[src/hdl/vrt_pkg.sv]
// ----------------------------------------------------------------------------
// vrt_pkg
// Shared types and constants of the voxel ray traversal core.
// ----------------------------------------------------------------------------
package vrt_pkg;

  localparam int CELL_W    = 17;
  localparam int T_W       = 32;
  localparam int S_DATA_W  = 192;
  localparam int M_DATA_W  = 152;
  localparam int LIMIT_W   = 15;
  localparam int VOXEL_W   = 16;

  localparam logic [T_W-1:0] T_INF = '1;

  localparam logic       OP_START = 1'b0;
  localparam logic       OP_VOXEL = 1'b1;

  localparam logic       REG_NOT_LOADED = 1'b0;
  localparam logic       REG_STEP_LIMIT = 1'b1;

  localparam logic [1:0] AXIS_NONE = 2'd3;
  localparam logic [2:0] JOB_LAST  = 3'd5;

  typedef enum logic [1:0] {
    KIND_REQUEST    = 2'd0,
    KIND_HIT        = 2'd1,
    KIND_MISS       = 2'd2,
    KIND_IDLE_REPLY = 2'd3
  } kind_t;

  // Commands from the controller to the datapath.
  typedef struct packed {
    logic       capture;
    logic       init_ray;
    logic       drop_ray;
    logic       div_start;
    logic       div_store;
    logic [2:0] job;
    logic       do_step;
    logic       emit;
    kind_t      emit_kind;
  } cmd_t;

  // Status from the datapath to the controller.
  typedef struct packed {
    logic is_start;
    logic degenerate;
    logic active;
    logic hit;
    logic div_done;
    logic past_limit;
    logic out_free;
  } stat_t;

endpackage

[src/hdl/vrt_div.sv]
// ----------------------------------------------------------------------------
// vrt_div
// Restoring divider, one quotient bit per cycle, quotient saturated to 32 bits.
// ----------------------------------------------------------------------------
module vrt_div #(
  parameter int DW = 32
) (
  input  logic          clk,
  input  logic          rst,
  input  logic          start,
  input  logic [DW-1:0] dividend,
  input  logic [15:0]   divisor,
  output logic          done,
  output logic [31:0]   quotient
);

  localparam int CW = $clog2(DW);

  logic          busy;
  logic [CW-1:0] cnt;
  logic [DW-1:0] work;
  logic [15:0]   rem;
  logic [15:0]   dvs;
  logic [15:0]   rem_next;
  logic          qbit;
  logic [16:0]   trial;
  logic [DW+31:0] qx;

  always_comb begin
    trial = {rem, work[DW-1]};
    if (trial >= {1'b0, dvs}) begin
      qbit     = 1'b1;
      rem_next = 16'(trial - {1'b0, dvs});
    end else begin
      qbit     = 1'b0;
      rem_next = trial[15:0];
    end
  end

  // The work register shifts the dividend out at the top and the quotient in.
  always_ff @(posedge clk) begin
    if (rst) begin
      busy <= 1'b0;
      done <= 1'b0;
      cnt  <= '0;
    end else begin
      done <= 1'b0;
      if (start) begin
        work <= dividend;
        rem  <= '0;
        dvs  <= divisor;
        cnt  <= '0;
        busy <= 1'b1;
      end else if (busy) begin
        rem  <= rem_next;
        work <= {work[DW-2:0], qbit};
        cnt  <= cnt + 1'b1;
        if (cnt == CW'(DW-1)) begin
          busy <= 1'b0;
          done <= 1'b1;
        end
      end
    end
  end

  assign qx       = {32'b0, work};
  assign quotient = (|qx[DW+31:32]) ? '1 : qx[31:0];

endmodule

[src/hdl/vrt_datapath.sv]
// ----------------------------------------------------------------------------
// vrt_datapath
// Ray state, configuration registers, boundary setup and the step unit.
// ----------------------------------------------------------------------------
module vrt_datapath #(
  parameter int FRACTION_BITS = 16
) (
  input  logic                          clk,
  input  logic                          rst,
  input  logic [vrt_pkg::S_DATA_W-1:0]  s_tdata,
  input  logic                          s_tuser,
  input  logic                          m_tready,
  output logic                          m_tvalid,
  output logic [vrt_pkg::M_DATA_W-1:0]  m_tdata,
  output logic [1:0]                    m_tuser,
  input  logic                          cfg_we,
  input  logic                          cfg_index,
  input  logic [15:0]                   cfg_data,
  input  vrt_pkg::cmd_t                 cmd,
  output vrt_pkg::stat_t                stat
);

  localparam int DW = FRACTION_BITS + 16;
  localparam int CW = vrt_pkg::CELL_W;
  localparam int TW = vrt_pkg::T_W;
  localparam logic [FRACTION_BITS:0] ONE = {1'b1, {FRACTION_BITS{1'b0}}};

  logic [vrt_pkg::S_DATA_W-1:0] in_data;
  logic                         in_op;

  logic [15:0]                  empty_code;
  logic [vrt_pkg::LIMIT_W-1:0]  step_limit;

  logic                         active;
  logic [CW-1:0]                cur  [3];
  logic [CW-1:0]                prev [3];
  logic [TW-1:0]                nb   [3];
  logic [TW-1:0]                sp   [3];
  logic [2:0]                   neg;
  logic [TW-1:0]                travelled;
  logic [TW-1:0]                limit;
  logic [1:0]                   step_axis;
  logic [vrt_pkg::LIMIT_W-1:0]  cnt;

  logic [31:0]                  org  [3];
  logic [CW-1:0]                org_cell [3];
  logic [15:0]                  dir  [3];
  logic [15:0]                  mag  [3];
  logic [30:0]                  max_travel;
  logic [15:0]                  voxel;
  logic [1:0]                   job_axis;
  logic [FRACTION_BITS-1:0]     frac;
  logic [FRACTION_BITS:0]       bound_dist;
  logic [DW-1:0]                dividend;
  logic                         div_done;
  logic [31:0]                  quotient;
  logic [TW-1:0]                div_value;

  logic [1:0]                   sel;
  logic [TW:0]                  sum;
  logic [TW-1:0]                nb_next;
  logic [3:0]                   neg_ext;
  logic [vrt_pkg::M_DATA_W-1:0] out_word;

  always_comb begin
    for (int i = 0; i < 3; i++) begin
      org[i]      = in_data[32*i +: 32];
      org_cell[i] = CW'($signed(org[i]) >>> FRACTION_BITS);
      dir[i]      = in_data[96 + 16*i +: 16];
      mag[i]      = dir[i][15] ? 16'(16'd0 - dir[i]) : dir[i];
    end
  end

  assign max_travel = in_data[174:144];
  assign voxel      = in_data[190:175];
  assign job_axis   = cmd.job[2:1];

  // Distance to the first boundary, scaled so that dividing by |d| gives t.
  always_comb begin
    frac = org[job_axis][FRACTION_BITS-1:0];
    if (!dir[job_axis][15]) begin
      bound_dist = ONE - {1'b0, frac};
    end else if (frac == '0) begin
      bound_dist = ONE;
    end else begin
      bound_dist = {1'b0, frac};
    end
    if (cmd.job[0]) begin
      dividend = {1'b1, {(DW-1){1'b0}}};
    end else begin
      dividend = {bound_dist, 15'b0};
    end
  end

  vrt_div #(.DW(DW)) u_div (
    .clk      (clk),
    .rst      (rst),
    .start    (cmd.div_start),
    .dividend (dividend),
    .divisor  (mag[job_axis]),
    .done     (div_done),
    .quotient (quotient)
  );

  assign div_value = (mag[job_axis] == '0) ? vrt_pkg::T_INF : quotient;

  // Nearest boundary; on a tie the later axis wins.
  always_comb begin
    if (nb[0] < nb[1]) begin
      sel = (nb[0] < nb[2]) ? 2'd0 : 2'd2;
    end else begin
      sel = (nb[1] < nb[2]) ? 2'd1 : 2'd2;
    end
    sum     = {1'b0, nb[sel]} + {1'b0, sp[sel]};
    nb_next = sum[TW] ? vrt_pkg::T_INF : sum[TW-1:0];
  end

  always_ff @(posedge clk) begin
    if (rst) begin
      empty_code <= 16'hFFFF;
      step_limit <= 15'd4096;
      active     <= 1'b0;
      step_axis  <= vrt_pkg::AXIS_NONE;
    end else begin
      if (cfg_we) begin
        unique case (cfg_index)
          vrt_pkg::REG_NOT_LOADED: empty_code <= cfg_data;
          vrt_pkg::REG_STEP_LIMIT: step_limit <= cfg_data[vrt_pkg::LIMIT_W-1:0];
          default: ;
        endcase
      end
      if (cmd.capture) begin
        in_data <= s_tdata;
        in_op   <= s_tuser;
      end
      // A start drops the old ray and may bring up a new one at once.
      if (cmd.init_ray) begin
        active <= 1'b1;
      end else if (cmd.drop_ray) begin
        active <= 1'b0;
      end
      if (cmd.init_ray) begin
        for (int i = 0; i < 3; i++) begin
          cur[i]  <= org_cell[i];
          prev[i] <= org_cell[i];
          neg[i]  <= dir[i][15];
        end
        travelled <= '0;
        limit     <= {1'b0, max_travel};
        step_axis <= vrt_pkg::AXIS_NONE;
        cnt       <= '0;
      end
      if (cmd.div_store) begin
        if (cmd.job[0]) begin
          sp[job_axis] <= div_value;
        end else begin
          nb[job_axis] <= div_value;
        end
      end
      if (cmd.do_step) begin
        for (int i = 0; i < 3; i++) begin
          prev[i] <= cur[i];
        end
        cur[sel]  <= cur[sel] + (neg[sel] ? {CW{1'b1}} : CW'(1));
        travelled <= nb[sel];
        nb[sel]   <= nb_next;
        step_axis <= sel;
        cnt       <= cnt + 1'b1;
      end
    end
  end

  assign neg_ext = {1'b0, neg};

  always_comb begin
    out_word = '0;
    out_word[150:149] = vrt_pkg::AXIS_NONE;
    if (cmd.emit_kind == vrt_pkg::KIND_REQUEST ||
        cmd.emit_kind == vrt_pkg::KIND_HIT) begin
      out_word[16:0]  = cur[0];
      out_word[33:17] = cur[1];
      out_word[50:34] = cur[2];
    end
    if (cmd.emit_kind == vrt_pkg::KIND_HIT) begin
      out_word[67:51]   = prev[0];
      out_word[84:68]   = prev[1];
      out_word[101:85]  = prev[2];
      out_word[117:102] = voxel;
      out_word[148:118] = travelled[30:0];
      out_word[150:149] = step_axis;
      out_word[151]     = (step_axis != vrt_pkg::AXIS_NONE) && neg_ext[step_axis];
    end
  end

  // Result register: a new word loads as the old one leaves.
  always_ff @(posedge clk) begin
    if (rst) begin
      m_tvalid <= 1'b0;
    end else begin
      if (cmd.emit) begin
        m_tvalid <= 1'b1;
        m_tuser  <= cmd.emit_kind;
        m_tdata  <= out_word;
      end else if (m_tready) begin
        m_tvalid <= 1'b0;
      end
    end
  end

  always_comb begin
    stat.is_start   = (in_op == vrt_pkg::OP_START);
    stat.degenerate = ((dir[0] | dir[1] | dir[2]) == '0) || (max_travel == '0);
    stat.active     = active;
    stat.hit        = (voxel != '0) && (voxel != empty_code);
    stat.div_done   = div_done;
    stat.past_limit = (travelled > limit) || (cnt >= step_limit);
    stat.out_free   = !m_tvalid || m_tready;
  end

endmodule

[src/hdl/vrt_ctrl.sv]
// ----------------------------------------------------------------------------
// vrt_ctrl
// Sequencer: decodes a word, runs the six setup divisions, steps and emits.
// ----------------------------------------------------------------------------
module vrt_ctrl (
  input  logic           clk,
  input  logic           rst,
  input  logic           s_tvalid,
  output logic           s_tready,
  input  vrt_pkg::stat_t stat,
  output vrt_pkg::cmd_t  cmd
);

  typedef enum logic [2:0] {
    ST_IDLE,
    ST_DECODE,
    ST_DIV_LAUNCH,
    ST_DIV_WAIT,
    ST_CHECK,
    ST_EMIT
  } state_t;

  state_t         state;
  logic [2:0]     job;
  vrt_pkg::kind_t kind;

  assign s_tready = (state == ST_IDLE);

  always_comb begin
    cmd           = '0;
    cmd.job       = job;
    cmd.emit_kind = kind;
    unique case (state)
      ST_IDLE: begin
        cmd.capture = s_tvalid;
      end
      ST_DECODE: begin
        if (stat.is_start) begin
          cmd.drop_ray = 1'b1;
          cmd.init_ray = !stat.degenerate;
        end else if (stat.active) begin
          cmd.drop_ray = stat.hit;
          cmd.do_step  = !stat.hit;
        end
      end
      ST_DIV_LAUNCH: begin
        cmd.div_start = 1'b1;
      end
      ST_DIV_WAIT: begin
        cmd.div_store = stat.div_done;
      end
      ST_CHECK: begin
        cmd.drop_ray = stat.past_limit;
      end
      ST_EMIT: begin
        cmd.emit = stat.out_free;
      end
      default: ;
    endcase
  end

  always_ff @(posedge clk) begin
    if (rst) begin
      state <= ST_IDLE;
      job   <= '0;
      kind  <= vrt_pkg::KIND_MISS;
    end else begin
      unique case (state)
        ST_IDLE: begin
          if (s_tvalid) begin
            state <= ST_DECODE;
          end
        end
        ST_DECODE: begin
          priority if (stat.is_start) begin
            if (stat.degenerate) begin
              kind  <= vrt_pkg::KIND_MISS;
              state <= ST_EMIT;
            end else begin
              job   <= '0;
              state <= ST_DIV_LAUNCH;
            end
          end else if (!stat.active) begin
            kind  <= vrt_pkg::KIND_IDLE_REPLY;
            state <= ST_EMIT;
          end else if (stat.hit) begin
            kind  <= vrt_pkg::KIND_HIT;
            state <= ST_EMIT;
          end else begin
            state <= ST_CHECK;
          end
        end
        ST_DIV_LAUNCH: begin
          state <= ST_DIV_WAIT;
        end
        ST_DIV_WAIT: begin
          if (stat.div_done) begin
            if (job == vrt_pkg::JOB_LAST) begin
              kind  <= vrt_pkg::KIND_REQUEST;
              state <= ST_EMIT;
            end else begin
              job   <= job + 1'b1;
              state <= ST_DIV_LAUNCH;
            end
          end
        end
        ST_CHECK: begin
          kind  <= stat.past_limit ? vrt_pkg::KIND_MISS : vrt_pkg::KIND_REQUEST;
          state <= ST_EMIT;
        end
        ST_EMIT: begin
          if (stat.out_free) begin
            state <= ST_IDLE;
          end
        end
        default: state <= ST_IDLE;
      endcase
    end
  end

endmodule

[src/hdl/voxel_ray_traversal_core.sv]
// ----------------------------------------------------------------------------
// voxel_ray_traversal_core
// 3D DDA voxel walker: start words set up a ray, voxel words step it.
// ----------------------------------------------------------------------------
// A stepping voxel word passes through decode, check and emit, and the next word
// is taken only once its result has loaded; a hit, a reply with no active ray
// and a degenerate start go from decode straight to emit. A start runs the six
// setup divisions one after another on the one bit-per-cycle divider that they
// share before its result loads. A stalled result holds off the next word.
// Synchronous reset clears the ray and loads 65535, 4096.
module voxel_ray_traversal_core #(
  parameter int FRACTION_BITS = 16
) (
  input  logic         clk,
  input  logic         rst,
  input  logic         s_tvalid,
  output logic         s_tready,
  // pos_x, pos_y, pos_z, dir_x, dir_y, dir_z, max_travel,
  // voxel_value, one pad bit
  input  logic [191:0] s_tdata,
  // opcode
  input  logic         s_tuser,
  output logic         m_tvalid,
  input  logic         m_tready,
  // cell_x, cell_y, cell_z, before_x, before_y, before_z, hit_id,
  // hit_distance, normal_axis, normal_positive
  output logic [151:0] m_tdata,
  // kind
  output logic [1:0]   m_tuser,
  input  logic         cfg_we,
  input  logic         cfg_index,
  input  logic [15:0]  cfg_data
);

  vrt_pkg::cmd_t  cmd;
  vrt_pkg::stat_t stat;

  vrt_ctrl u_ctrl (
    .clk      (clk),
    .rst      (rst),
    .s_tvalid (s_tvalid),
    .s_tready (s_tready),
    .stat     (stat),
    .cmd      (cmd)
  );

  vrt_datapath #(.FRACTION_BITS(FRACTION_BITS)) u_dp (
    .clk       (clk),
    .rst       (rst),
    .s_tdata   (s_tdata),
    .s_tuser   (s_tuser),
    .m_tready  (m_tready),
    .m_tvalid  (m_tvalid),
    .m_tdata   (m_tdata),
    .m_tuser   (m_tuser),
    .cfg_we    (cfg_we),
    .cfg_index (cfg_index),
    .cfg_data  (cfg_data),
    .cmd       (cmd),
    .stat      (stat)
  );

endmodule

[config.mk]
export PLATFORM = sky130hd
export DESIGN_NAME = voxel_ray_traversal_core
export DESIGN_NICKNAME = d
export VERILOG_FILES = /design/src/hdl/vrt_pkg.sv /design/src/hdl/vrt_div.sv /design/src/hdl/vrt_datapath.sv /design/src/hdl/vrt_ctrl.sv /design/src/hdl/voxel_ray_traversal_core.sv
export SDC_FILE = /design/constraint.sdc
export NUM_CORES = 1
export LEC_CHECK = 0
export BUFFER_PORTS_ARGS = -buffer_cell sky130_fd_sc_hd__buf_2
export CAP_MARGIN = 20
export CORE_ASPECT_RATIO = 0.7
export CORE_MARGIN = 1
export CORE_UTILIZATION = 40
export CTS_CLUSTER_DIAMETER = 40
export DETAILED_ROUTE_END_ITERATION = 7
export GPL_TIMING_DRIVEN = 1
export PLACE_DENSITY_LB_ADDON = 0.2
export SLEW_MARGIN = 20
export SYNTH_ARGS = -nofsm -noshare
export SYNTH_HDL_FRONTEND = slang
export SYNTH_SLANG_ARGS = --single-unit
[constraint.sdc]
create_clock -name clk -period 39.8 [get_ports clk]
set_input_delay 3.98 -clock clk [delete_from_list [all_inputs] [get_ports clk]]
set_output_delay 3.98 -clock clk [all_outputs]
set_load 0.005 [all_outputs]
==> results_dict.tcl <==
set metrics [dict create \
    outcome "completed" \
    drt_iter0_markers 2195 \
    wl_met1_mm 51.2 \
    rsz0062_at_grt "no" \
    via_count 25600 \
    gr-total-overflow 0 \
    mostFrequentLayoutCells "edfxtp_1 (785), buf_2 (369), nand2_1 (246), a21oi_1 (222)" \
    wl_per_cell_um 21.0 \
    min_delay_worst_endpoint "u_dp.limit[14]" \
    antenna_left 0 \
    drive_above_1_share 0.192 \
    r2r_cells 21 \
    clockPowerShare 0.469 \
    ys.flop_type "edfxtp_1" \
    total_power_mw 2.20 \
    fillerInstances 8803 \
    fin_tns_setup_ns 0 \
    worstPathRequired_ns 40.33 \
    nets 3969 \
    setup_viol_count_final 0 \
    top_layer_used "met5" \
    initial_core_util 0.404 \
    insertion_delay_ns 0.73 \
    cts_setup_buffers 0 \
    cpPeakStageDelay_ns 0.86 \
    power_frac_seq 0.468 \
    utilization 0.478 \
    cp-end-kind "flop" \
    hold_buffers 0 \
    place.detailed.hpwl_mm 72.3 \
    clockBufferDepth 3 \
    final_cells 4966 \
    wl_met2_mm 43.7 \
    power.internal_mw 1.68 \
    leakage_nw 18.2 \
    drv_slew 0 \
    final_common_cell "edfxtp_1" \
    port_buffers 369 \
    crit_fanout 79 \
    place_inst 4753 \
    grt_antenna_before_repair 11 \
    regToRegSetupSlack_ns 31.21 \
    worst_slew_pin_slew_ns 1.13 \
    die_y_um 265 \
    slew_headroom 0.242 \
    yosysSeqAreaShare 0.621 \
    fin_skew_ns 0.0620 \
    worst_path_most_repeated_cell "o21ai_0" \
    globalRouteTotalUtil 0.206 \
    syn_area_um2 39600 \
    hold_viol_final 0 \
    slowest_stage "a21oi_4" \
    pwr-share-comb 0.063 \
    hold_class "reg2reg" \
    cp_num_buf_inv 2 \
    cap_violations 0 \
    die_area_um2 100000 \
    crit_chain "ha_1 -> a21o_1 -> a21o_1 -> a221oi_1 -> o21ai_0 -> o211ai_4 -> buf_4 -> buf_4 -> a21oi_1 -> ha_1 -> nor2b_1 -> o21ai_0 -> a21boi_0 -> o31ai_1 -> a21oi_1 -> a31oi_1 -> o21ba_2 -> o21ai_0 -> nand2_1 -> a21oi_4 -> o22a_1" \
    worstReg2RegStart "u_dp.nb[0][29]" \
    ys_warn_count 0 \
    drc 0 \
    cts.sinks 835 \
    cp.arrival_ns 9.12 \
    cts_resized 0 \
    synth_seq_cells 835 \
    clk_pin_slew_ns 0.06 \
    switching_share 0.237 \
    max_freq_mhz 116 \
    grt_max_degree 146 \
    startpoint_type "flop" \
    finalCritPeriodShare 0.216 \
    die_w_um 378 \
    r2r_end "u_dp.nb[2][26]" \
    hold_path_depth 0 \
    cts_tree "done" \
    totalWireLength_mm 104 \
    dr_wl_met3_mm 7.58 \
    cts_buffers 108 \
    ios 371 \
    cp_top_family "compound AO/OA/AOI/OAI gates" \
    syn_inst 3143 \
    switchingPower_mw 0.523 \
    critPathKind "reg2reg" \
    powerDensity_nw_per_um2 47.0 \
    core.rowCount 96 \
    place_congestion 0.871 \
    clockRootBuffer "clkbuf_16" \
    hp-start "u_dp.in_data[158]" \
    core_um2 98000 \
    ir_worst_vdd_mv 0.0349 \
    first_global_vias 24600 \
    synthToLayoutAreaGrowth_pct 18.5 \
    syn_nets 3572 \
    synth_edf_count 785 \
    avgSynthCellArea_um2 12.6 \
    avgViaCountPerCell 5.16 \
    grt_pass1_wl_mm 154 \
    dr.pass1.iters 5 \
    finalCriticalPeriod_ns 8.59 \
    async_reset_ff_frac 0 \
    htree_levels 3 \
    yosysUniqueCellTypes 76 \
]
-- power by group through the flow --
stage / registers, mW / clock network (mW) / logic (mW)
after floorplan: 1.05 / 0 / 0.0926
after global placement: 1.05 / 0 / 0.137
after detailed placement: 1.05 / 0 / 0.138
after CTS: 1.03 / 1.05 / 0.139
after global routing: 1.03 / 1.09 / 0.154
final: 1.03 / 1.03 / 0.139
-- worst max-delay path by stage --
stage                         from               to  slack (ns)  depth (start not counted)
floorplan                      rst  u_dp.in_data[0]       20.50                          3
detailed placement  u_dp.nb[1][29]   u_dp.nb[0][26]       31.31                         22
CTS                 u_dp.nb[1][29]   u_dp.nb[2][26]       31.26                         22
global route        u_dp.nb[1][29]   u_dp.nb[0][26]       30.63                         22
finish              u_dp.nb[0][29]   u_dp.nb[2][26]       31.21                         21
global placement    u_dp.nb[0][29]   u_dp.nb[0][26]       31.38                         21
-- synth_stat cells, drive strengths merged, types with 9 or more instances --
cell | count | area share
edfxtp | 785 | 0.60
nand2 | 249 | 0.024
a21oi | 225 | 0.028
nor2 | 215 | 0.020
ha | 211 | 0.067
inv | 162 | 0.015
and2 | 152 | 0.024
o21ai | 120 | 0.015
mux2i | 105 | 0.027
clkbuf | 87 | 0.0083
nor2b | 82 | 0.013
xnor2 | 71 | 0.016
xor2 | 63 | 0.014
mux2 | 62 | 0.018
a21o | 55 | 0.010
nand2b | 54 | 0.0085
dfxtp | 50 | 0.025
buf | 33 | 0.0042
nand3 | 32 | 0.0040
nand4 | 31 | 0.0049
o22a | 31 | 0.0069
nor3 | 29 | 0.0037
nor4 | 25 | 0.0040
a211o | 20 | 0.0044
a211oi | 15 | 0.0028
o22ai | 14 | 0.0022
or3 | 14 | 0.0022
o31ai | 13 | 0.0025
a31oi | 12 | 0.0019
a21boi | 11 | 0.0022
and3 | 10 | 0.0016
or2 | 9 | 0.0015
or4 | 9 | 0.0017
-- worst register-to-register path: stages (launching register included) --
cell	delay, ns
edfxtp_1	0.44
ha_1	0.33
a21o_1	0.16
a21o_1	0.19
a221oi_1	0.27
o21ai_0	0.25
o211ai_4	0.72
buf_4	0.70
buf_4	0.85
a21oi_1	0.35
ha_1	0.42
nor2b_1	0.13
o21ai_0	0.11
a21boi_0	0.37
o31ai_1	0.25
a21oi_1	0.38
a31oi_1	0.32
o21ba_2	0.35
o21ai_0	0.31
nand2_1	0.16
a21oi_4	0.86
o22a_1	0.47
-- area by class of cell --
class	count	area (um2)	area share
clock buffers	113	2740	0.0585
well taps	1323	1660	0.0353
diodes	9	22.5	0.000480
repair buffers	407	2140	0.0457
flip-flops and latches	835	24600	0.524
multi-input cells	2026	14000	0.298
clock inverters	91	1150	0.0244
inverters	162	608	0.0130
-- cell families (layout without fill, tap and decap cells) --
logic type / after synthesis / after routing / synth area share
AO/OA/AOI/OAI: 579 / 579 / 0.0912
buffers and inverters: 282 / 773 / 0.0278
AND/OR/NAND/NOR: 932 / 932 / 0.118
multiplexers: 167 / 167 / 0.0442
XOR/XNOR: 134 / 134 / 0.0299
adder cells (fa/ha/maj): 214 / 214 / 0.0683
other: 0 / 9 / 0
flip-flops: 835 / 835 / 0.621
-- state kept, by name (all words and copies together) (netlist names), 5 cells and up --
| name | flops |
|---|---|
| u_dp.in_data | 191 |
| u_dp.u_div.quotient | 32 |
| u_dp.limit | 31 |
| u_dp.u_div.rem | 16 |
| u_dp.step_limit | 15 |
| u_dp.prev | 51 |
| u_dp.cnt | 15 |
| u_dp.u_div.cnt | 5 |
| u_dp.travelled | 32 |
| u_dp.nb | 96 |
| u_dp.cur | 51 |
| u_dp.m_tdata | 152 |
| u_dp.sp | 96 |
| u_dp.empty_code | 16 |
| u_dp.u_div.dvs | 16 |
-- per-stage QoR --
stage          setup WS, ns  instance area [um2]  hold slack, ns
2_1_floorplan         20.50                39600           0.422
3_3_place_gp          31.38                43000           0.439
3_5_place_dp          31.31                43000           0.438
4_1_cts               31.26                46800           0.452
5_1_grt               30.63                46900           0.460
6_report              31.21                46900           0.454
-- routing by layer --
layer,up-vias,track usage
met5,-,0
met4,8,0.0497
met3,124,0.0522
met2,728,0.293
met1,12400,0.312
li1,12300,-
No activity file was read; power rests on OpenSTA's default activity.
